## config.mk

```make
export PLATFORM = sky130hd
export DESIGN_NAME = leg_contact_mode_classifier
export DESIGN_NICKNAME = d
export VERILOG_FILES = /design/src/hw/rtl/lcmc_pkg.sv /design/src/hw/rtl/leg_contact_mode_classifier.sv /design/src/hw/rtl/lcmc_divider.sv
export SDC_FILE = /design/constraint.sdc
export NUM_CORES = 1
export LEC_CHECK = 0
export BUFFER_PORTS_ARGS = -buffer_cell sky130_fd_sc_hd__buf_2
export CAP_MARGIN = 15
export CORE_MARGIN = 2
export CORE_UTILIZATION = 35
export DETAILED_ROUTE_END_ITERATION = 8
export GPL_ROUTABILITY_DRIVEN = 0
export HOLD_SLACK_MARGIN = 0.08
export SLEW_MARGIN = 30
export SYNTH_ARGS = -nofsm -noshare
export SYNTH_HDL_FRONTEND = slang
export SYNTH_SLANG_ARGS = --single-unit
export TNS_END_PERCENT = 10
```

## constraint.sdc

```tcl
create_clock -name clk -period 22.1 [get_ports clk]
set_input_delay 4.42 -clock clk [delete_from_list [all_inputs] [get_ports clk]]
set_output_delay 4.42 -clock clk [all_outputs]
set_load 0.03 [all_outputs]
```

## src/hw/rtl/lcmc_pkg.sv

```systemverilog
`timescale 1ns / 1ps
// Shared types, fixed-point constants and mode codes for the leg contact
// mode classifier. No dependencies.
package lcmc_pkg;

	localparam int FRAC_BITS = 16;
	// Unsigned Q format wide enough to hold 1.0 exactly.
	localparam int PH_W = FRAC_BITS + 1;
	localparam int PHASE_IN_W = FRAC_BITS + 2;
	localparam int RATE_W = FRAC_BITS + 5;

	localparam longint ONE_L = longint'(1) << FRAC_BITS;
	localparam logic [PH_W-1:0] FX_ONE = PH_W'(ONE_L);
	localparam logic [PH_W-1:0] DUTY_LO = PH_W'((6 * ONE_L + 50) / 100);
	localparam logic [PH_W-1:0] DUTY_HI = PH_W'((94 * ONE_L + 50) / 100);
	localparam logic [PH_W-1:0] GRACE_LIMIT = PH_W'((45 * ONE_L + 50) / 100);
	localparam logic [PH_W-1:0] DUTY_RESET = PH_W'(ONE_L / 2);

	// Divider: one quotient bit per step, a few steps per pipeline stage.
	localparam int QUOT_W = PH_W;
	localparam int DIV_STEPS = 4;
	localparam int DIV_STAGES = (QUOT_W + DIV_STEPS - 1) / DIV_STEPS;

	localparam logic [2:0] MODE_PLANNED_STANCE = 3'd0;
	localparam logic [2:0] MODE_PLANNED_SWING = 3'd1;
	localparam logic [2:0] MODE_HELD = 3'd2;
	localparam logic [2:0] MODE_GRACE = 3'd3;
	localparam logic [2:0] MODE_LOST = 3'd4;
	localparam logic [2:0] MODE_RECOVERY = 3'd5;
	localparam logic [2:0] MODE_DISABLED = 3'd6;

	// Per-item flags that ride along with the divider.
	typedef struct packed {
		logic enabled;
		logic raw;
		logic lost;
		logic held;
		logic planned;
		logic eff;
		logic stopped;
		logic [PH_W-1:0] phase;
	} lcmc_side_t;

endpackage

```

## src/hw/rtl/leg_contact_mode_classifier.sv

```systemverilog
`timescale 1ns / 1ps
// Top level of the leg contact mode classifier: input clamps, mode select
// and output register. Depends on lcmc_pkg and lcmc_divider.
//
// Usage:
// Each item describes one leg. An item is taken at a rising edge with start
// high and busy low; busy is always low, so one item can enter every cycle.
// The result for an item is presented with done high for one cycle, after the
// item has passed the stage 1 register, the divider stages and the output
// register; the edge that ends that cycle accepts the result.
// Results leave in the order the items came in.
// The path is one stage for the clamps and the planned-stance compare, five
// stages of the swing-progress divider (at most four quotient bits per stage), and
// one output register; throughput is one item per cycle.
// The duty factor register is written through cfg_valid/cfg_ready (always
// ready) and should only be changed while no item is in flight.
// Reset clears every valid bit and sets the duty factor to one half; items
// in flight are dropped. The receiver cannot stall, so there is no
// back-pressure anywhere in the pipeline.
module leg_contact_mode_classifier
	import lcmc_pkg::*;
(
	input  logic                  clk,
	input  logic                  arst_n,
	input  logic                  start,
	output logic                  busy,
	input  logic signed [PHASE_IN_W-1:0] leg_phase,
	input  logic                  foot_contact,
	input  logic                  fused_lost_candidate,
	input  logic                  hold_stance,
	input  logic                  leg_enable,
	input  logic signed [RATE_W-1:0] stride_rate,
	input  logic                  cfg_valid,
	output logic                  cfg_ready,
	input  logic [PH_W-1:0]       cfg_data,
	output logic                  done,
	output logic [2:0]            contact_mode,
	output logic                  stance_kin,
	output logic                  stance_plan,
	output logic                  stance_eff,
	output logic [PH_W-1:0]       swing_progress,
	output logic [PH_W-1:0]       clamped_phase
);

	logic [PH_W-1:0] duty_q;

	assign busy      = 1'b0;
	assign cfg_ready = 1'b1;

	always_ff @(posedge clk or negedge arst_n) begin
		if (!arst_n) begin
			duty_q <= DUTY_RESET;
		end else if (cfg_valid && cfg_ready) begin
			duty_q <= cfg_data;
		end
	end

	// Stage 1: clamps, stance flags and divider operands.
	logic            in_take;
	logic [PH_W-1:0] phase_c;
	logic [PH_W-1:0] duty_c;
	logic            planned_c;
	logic            held_c;
	logic            eff_c;

	assign in_take = start && !busy;

	always_comb begin
		// Below the sign bit the phase has exactly PH_W magnitude bits.
		if (leg_phase[PHASE_IN_W-1]) begin
			phase_c = '0;
		end else if (leg_phase[PH_W-1:0] > FX_ONE) begin
			phase_c = FX_ONE;
		end else begin
			phase_c = leg_phase[PH_W-1:0];
		end

		if (duty_q < DUTY_LO) begin
			duty_c = DUTY_LO;
		end else if (duty_q > DUTY_HI) begin
			duty_c = DUTY_HI;
		end else begin
			duty_c = duty_q;
		end

		planned_c = phase_c < duty_c;
		held_c    = hold_stance && (foot_contact || fused_lost_candidate);
		eff_c     = planned_c || held_c;
	end

	logic            valid_s1;
	logic [PH_W-1:0] diff_s1;
	logic [PH_W-1:0] span_s1;
	lcmc_side_t      side_s1;

	always_ff @(posedge clk or negedge arst_n) begin
		if (!arst_n) begin
			valid_s1 <= 1'b0;
		end else begin
			valid_s1 <= in_take;
		end
	end

	always_ff @(posedge clk) begin
		// A leg in planned stance divides zero; its progress is forced to zero later.
		diff_s1         <= planned_c ? '0 : phase_c - duty_c;
		span_s1         <= FX_ONE - duty_c;
		side_s1.enabled <= leg_enable;
		side_s1.raw     <= foot_contact;
		side_s1.lost    <= fused_lost_candidate;
		side_s1.held    <= held_c;
		side_s1.planned <= planned_c;
		side_s1.eff     <= eff_c;
		side_s1.stopped <= stride_rate[RATE_W-1] || (stride_rate == '0);
		side_s1.phase   <= phase_c;
	end

	logic              div_valid;
	logic [QUOT_W-1:0] div_quot;
	lcmc_side_t        div_side;

	lcmc_divider u_div (
		.clk       (clk),
		.arst_n    (arst_n),
		.in_valid  (valid_s1),
		.in_diff   (diff_s1),
		.in_span   (span_s1),
		.in_side   (side_s1),
		.out_valid (div_valid),
		.out_quot  (div_quot),
		.out_side  (div_side)
	);

	// Final stage: progress clamp and mode priority.
	logic [PH_W-1:0] tau_c;
	logic            liftoff_c;
	logic            recovery_c;
	logic [2:0]      mode_c;
	logic            kin_c;

	always_comb begin
		if (div_side.eff) begin
			tau_c = '0;
		end else if (div_quot > FX_ONE) begin
			tau_c = FX_ONE;
		end else begin
			tau_c = div_quot;
		end
		liftoff_c  = !div_side.eff && div_side.raw && (tau_c < GRACE_LIMIT);
		recovery_c = div_side.stopped && !div_side.eff && !div_side.raw && !div_side.lost;

		priority if (!div_side.enabled) begin
			mode_c = MODE_DISABLED;
			kin_c  = 1'b1;
		end else if (div_side.eff && div_side.lost) begin
			mode_c = MODE_LOST;
			kin_c  = 1'b1;
		end else if (div_side.held) begin
			mode_c = MODE_HELD;
			kin_c  = 1'b1;
		end else if (recovery_c) begin
			mode_c = MODE_RECOVERY;
			kin_c  = 1'b0;
		end else if (liftoff_c) begin
			mode_c = MODE_GRACE;
			kin_c  = 1'b0;
		end else if (div_side.planned) begin
			mode_c = MODE_PLANNED_STANCE;
			kin_c  = 1'b1;
		end else begin
			mode_c = MODE_PLANNED_SWING;
			kin_c  = div_side.raw;
		end
	end

	logic            done_q;
	logic [2:0]      mode_q;
	logic            kin_q;
	logic            planned_q;
	logic            eff_q;
	logic [PH_W-1:0] tau_q;
	logic [PH_W-1:0] phase_q;

	always_ff @(posedge clk or negedge arst_n) begin
		if (!arst_n) begin
			done_q <= 1'b0;
		end else begin
			done_q <= div_valid;
		end
	end

	always_ff @(posedge clk) begin
		mode_q    <= mode_c;
		kin_q     <= kin_c;
		planned_q <= div_side.planned;
		eff_q     <= div_side.eff;
		tau_q     <= tau_c;
		phase_q   <= div_side.phase;
	end

	assign done           = done_q;
	assign contact_mode   = mode_q;
	assign stance_kin     = kin_q;
	assign stance_plan    = planned_q;
	assign stance_eff     = eff_q;
	assign swing_progress = tau_q;
	assign clamped_phase  = phase_q;

	// Every result traces back to an item that was registered in stage 1.
	a_latency: assert property (@(posedge clk) disable iff (!arst_n)
		done_q |-> $past(valid_s1, DIV_STAGES + 1))
		else $error("result without a matching item");

	a_stance_no_progress: assert property (@(posedge clk) disable iff (!arst_n)
		done_q && eff_q |-> tau_q == '0)
		else $error("swing progress nonzero in effective stance");

	a_planned_is_eff: assert property (@(posedge clk) disable iff (!arst_n)
		done_q && planned_q |-> eff_q)
		else $error("planned stance without effective stance");

	a_progress_range: assert property (@(posedge clk) disable iff (!arst_n)
		done_q |-> tau_q <= FX_ONE && phase_q <= FX_ONE)
		else $error("fraction out of range");

	a_grace_only_swing: assert property (@(posedge clk) disable iff (!arst_n)
		done_q && (mode_q == MODE_GRACE || mode_q == MODE_RECOVERY) |-> !eff_q && !kin_q)
		else $error("swing-side mode while in stance");

endmodule

```

## src/hw/rtl/lcmc_divider.sv

```systemverilog
`timescale 1ns / 1ps
// Pipelined restoring divider for the normalized swing progress.
// Depends on lcmc_pkg for widths, stage counts and the side-band struct.
module lcmc_divider
	import lcmc_pkg::*;
(
	input  logic             clk,
	input  logic             arst_n,
	input  logic             in_valid,
	input  logic [PH_W-1:0]  in_diff,
	input  logic [PH_W-1:0]  in_span,
	input  lcmc_side_t       in_side,
	output logic             out_valid,
	output logic [QUOT_W-1:0] out_quot,
	output lcmc_side_t       out_side
);

	logic             valid_s [DIV_STAGES];
	logic [PH_W-1:0]  rem_s   [DIV_STAGES];
	logic [PH_W-1:0]  span_s  [DIV_STAGES];
	logic [QUOT_W-1:0] quot_s [DIV_STAGES];
	lcmc_side_t       side_s  [DIV_STAGES];

	// The caller guarantees diff <= span, so the quotient fits in QUOT_W bits
	// and the partial remainder can start as diff itself.
	genvar k;
	for (k = 0; k < DIV_STAGES; k++) begin : g_stage
		logic             valid_in;
		logic [PH_W-1:0]  rem_in;
		logic [PH_W-1:0]  span_in;
		logic [QUOT_W-1:0] quot_in;
		lcmc_side_t       side_in;
		logic [PH_W-1:0]  rem_nx;
		logic [QUOT_W-1:0] quot_nx;

		if (k == 0) begin : g_first
			assign valid_in = in_valid;
			assign rem_in   = in_diff;
			assign span_in  = in_span;
			assign quot_in  = '0;
			assign side_in  = in_side;
		end else begin : g_rest
			assign valid_in = valid_s[k-1];
			assign rem_in   = rem_s[k-1];
			assign span_in  = span_s[k-1];
			assign quot_in  = quot_s[k-1];
			assign side_in  = side_s[k-1];
		end

		always_comb begin
			logic [PH_W-1:0]  r;
			logic [QUOT_W-1:0] q;
			r = rem_in;
			q = quot_in;
			for (int j = 0; j < DIV_STEPS; j++) begin
				if (k * DIV_STEPS + j < QUOT_W) begin
					if (r >= span_in) begin
						q = {q[QUOT_W-2:0], 1'b1};
						r = r - span_in;
					end else begin
						q = {q[QUOT_W-2:0], 1'b0};
					end
					// The remainder stays below span, which is below 1.0.
					r = {r[PH_W-2:0], 1'b0};
				end
			end
			rem_nx  = r;
			quot_nx = q;
		end

		always_ff @(posedge clk or negedge arst_n) begin
			if (!arst_n) begin
				valid_s[k] <= 1'b0;
			end else begin
				valid_s[k] <= valid_in;
			end
		end

		always_ff @(posedge clk) begin
			rem_s[k]  <= rem_nx;
			span_s[k] <= span_in;
			quot_s[k] <= quot_nx;
			side_s[k] <= side_in;
		end
	end

	assign out_valid = valid_s[DIV_STAGES-1];
	assign out_quot  = quot_s[DIV_STAGES-1];
	assign out_side  = side_s[DIV_STAGES-1];

endmodule

```

==> flow_summary_export.csv <==
group,metric,value,unit
run_status,outcome,"finished, final reports clean",
global_routing,antenna_found_initial,1,
yosys,yosysWarnings,0,
critical_path,crit_path_max_incr_delay,0.72,ns
sta,tns,0,ns
global_routing,first_global_vias,21600,
clock_network,clock_path_buffers,3,
critical_path,start_kind,"flip-flop",
yosys,syn_area_per_cell,8.81,µm²
yosys,syn_area,27100,µm²
global_routing,gr-total-overflow,0,
sta,rsz0062_at_grt,"false",
route,avgViaCountPerCell,5.42,
critical_path,ff2ff_setup_slack,10.46,ns
global_routing,grt_use_met3,0.0249,
layout,multiInputGateArea,17400,µm²
critical_path,crit_fanout,21,
clock_network,holdBufCountCts,0,
critical_path,worst_setup_path_end_kind,"flip-flop",
layout,nets,3530,
route,wl_per_cell,18.2,µm
floorplanning,ioPinCount,107,
critical_path,worstSetupPathType,"reg2reg",
placed_design,hpwlAfterDp,61.8,mm
sta,worstMarginPinSlew,0.912,ns
yosys,ys_seq_area_frac,0.322,
global_routing,grt_pass1_wl,121,mm
sta,relSlewSlack,0.390,
layout,layout_common_cells,"407 x dfxtp_1, 295 x ha_1, 249 x nor2_1",
critical_path,cp.required,22.56,ns
sta,setup_violations,0,
route,ant_nets,0,
yosys,async_flop_share,0.0557,
route,vias,23000,
clock_network,insertion_delay,0.58,ns
floorplanning,core_area,77100,µm²
floorplanning,rows,102,
sta,finalCritPeriodShare,0.527,
global_routing,grt.busiest_layer,"met2",
worst_hold_path,hold_class,"reg2reg",
clock_network,cts_tree,"yes",
worst_hold_path,holdPathStages,0,
placed_design,port_buffers,104,
global_routing,gr-usage-met1,0.263,
critical_path,critPathArrivalTime,12.10,ns
yosys,ys_ff_latch,431,
layout,num_antenna_cells,0,
sta,finalHoldViolations,0,
yosys,synth_edf_count,0,
route,drc,0,
route,first_pass_iters,7,
clock_network,cts.clk_slew.worst_paths,0.07,ns
layout,layout_commonest_cell,"dfxtp_1",
critical_path,r2r_end,"u_div.rem_s[0][58]",
global_routing,grtUsageTotal,0.192,
clock_network,numCtsBuffers,45,
route,drt_iter0_markers,1869,
yosys,synthFlopType,"dfxtp_1",
global_routing,grtUsageMet2,0.315,
floorplanning,initial_core_util,0.352,
floorplanning,dieHeight,282,µm
worst_hold_path,min_from,"u_div.quot_s[0][37]",
sta,period_needed,11.64,ns
sta,fmax,85.9,MHz
yosys,synthDistinctLibCells,109,
critical_path,r2r_cells,35,
global_routing,grt_max_degree,27,
floorplanning,fp.dieArea,79800,µm²
clock_network,postCtsSetupBuffers,0,
layout,nFillCells,7783,
sta,drv_slew,0,
clock_network,h-tree-depth,2,
floorplanning,die_x,282,µm
clock_network,clock-sinks,431,
clock_network,cts_resized,0,
route,routed_wl,77.2,mm
layout,register_area,8750,µm²
critical_path,r2r_start,"u_div.span_s[0][35]",
sta,finalClockSkew,0.0259,ns
worst_hold_path,min_to,"u_div.quot_s[0][58]",
layout,drive_gt1_frac,0.115,
run,cap_violations,0,
layout,area_growth,11.5,%
clock_network,cts_root_buf,"clkbuf_16",
yosys,synthCells,3078,
critical_path,cp_slowest_cell,"o211ai_2",
[kinds of logic (layout without fill, tap and decap cells)]
group / count (synthesis) / count (layout) / share of synthesized area
fa+ha+maj: 301 / 301 / 0.140
other cells: 2 / 4 / 0.000277
compound gates: 886 / 886 / 0.224
buf+inv: 260 / 380 / 0.0390
mux: 120 / 120 / 0.0486
flops: 431 / 431 / 0.322
simple gates: 880 / 880 / 0.162
xor+xnor: 198 / 198 / 0.0639
[worst max path at each step]
stage                                    from  slack [ns]                 end  depth (start not counted)
final                     u_div.span_s[0][35]       10.46  u_div.rem_s[0][58]                         35
after global routing      u_div.span_s[0][35]        9.64  u_div.rem_s[0][58]                         35
after CTS                 u_div.span_s[0][35]       10.69  u_div.rem_s[0][58]                         35
after detailed placement  u_div.span_s[0][35]       10.74  u_div.rem_s[0][58]                         35
after global placement    u_div.span_s[0][35]       10.91  u_div.rem_s[0][58]                         35
after floorplan           u_div.span_s[0][34]       13.38  u_div.rem_s[0][51]                         38
[area by class of cell]
type,count,area share
Multi-Input combinational cell,2389,0.574
Sequential cell,431,0.289
Tap cell,1040,0.0430
Clock buffer,54,0.0407
Inverter,189,0.0235
Timing Repair Buffer,109,0.0186
Clock inverter,28,0.0111
[metal layers]
metal / wire length (µm) / vias up
met5: 0 / -
met4: 1930 / 0
met3: 4210 / 126
met2: 35200 / 659
met1: 35900 / 10800
li1: - / 11400
[cells in the mapped netlist, drive strengths merged (31+ instances only)]
cell,count,share of area
nor2b,31,0.0074
xnor2,125,0.040
a31oi,37,0.0088
dfxtp,407,0.30
o211ai,34,0.0098
a21o,88,0.024
ha,295,0.14
nor4,32,0.0074
o21ai,161,0.030
mux2i,36,0.013
mux2,84,0.035
nand2,180,0.025
nor2,251,0.035
a21oi,228,0.043
o21a,60,0.017
inv,189,0.026
xor2,73,0.024
nand3,69,0.013
nor3,77,0.015
clkbuf,41,0.0057
nand2b,36,0.0083
nand4,38,0.0088
and2,46,0.011
[sequential cells by signal, indices dropped and copies added (netlist names)]
register	count
u_div.side_s	120
u_div.span_s	68
u_div.rem_s	64
u_div.quot_s	57
side_s1	24
clamped_phase	17
diff_s1	17
duty_q	17
span_s1	17
swing_progress	17
u_div.g_stage.valid_in	4
contact_mode	3
done	1
stance_eff	1
stance_kin	1
stance_plan	1
u_div.out_valid	1
valid_s1	1
[worst max-delay path, delay by kind of cell, from the launching register on]
family | cells | cell delay, ns
AND/OR/NAND/NOR | 11 | 2.59
flip-flops | 1 | 0.42
multiplexers | 2 | 0.77
adder cells (fa/ha/maj) | 4 | 1.47
AO/OA/AOI/OAI | 12 | 4.44
buffers and inverters | 6 | 1.80
[stage by stage]
stage | worst slack (ns) | hold slack, ns | utilization | cell area, µm² | cells
after CTS | 10.69 | 0.317 | 0.392 | 30200 | 4240
after detailed placement | 10.74 | 0.312 | 0.372 | 28700 | 4158
after global routing | 9.64 | 0.323 | 0.392 | 30200 | 4240
after global placement | 10.91 | 0.310 | 0.372 | 28700 | 4157
final | 10.46 | 0.318 | 0.392 | 30200 | 4240
after floorplan | 13.38 | 0.310 | - | 27100 | 3080
Power is not shown: default switching activity piles up to over one toggle a cycle in this logic, so the estimate is an artifact.
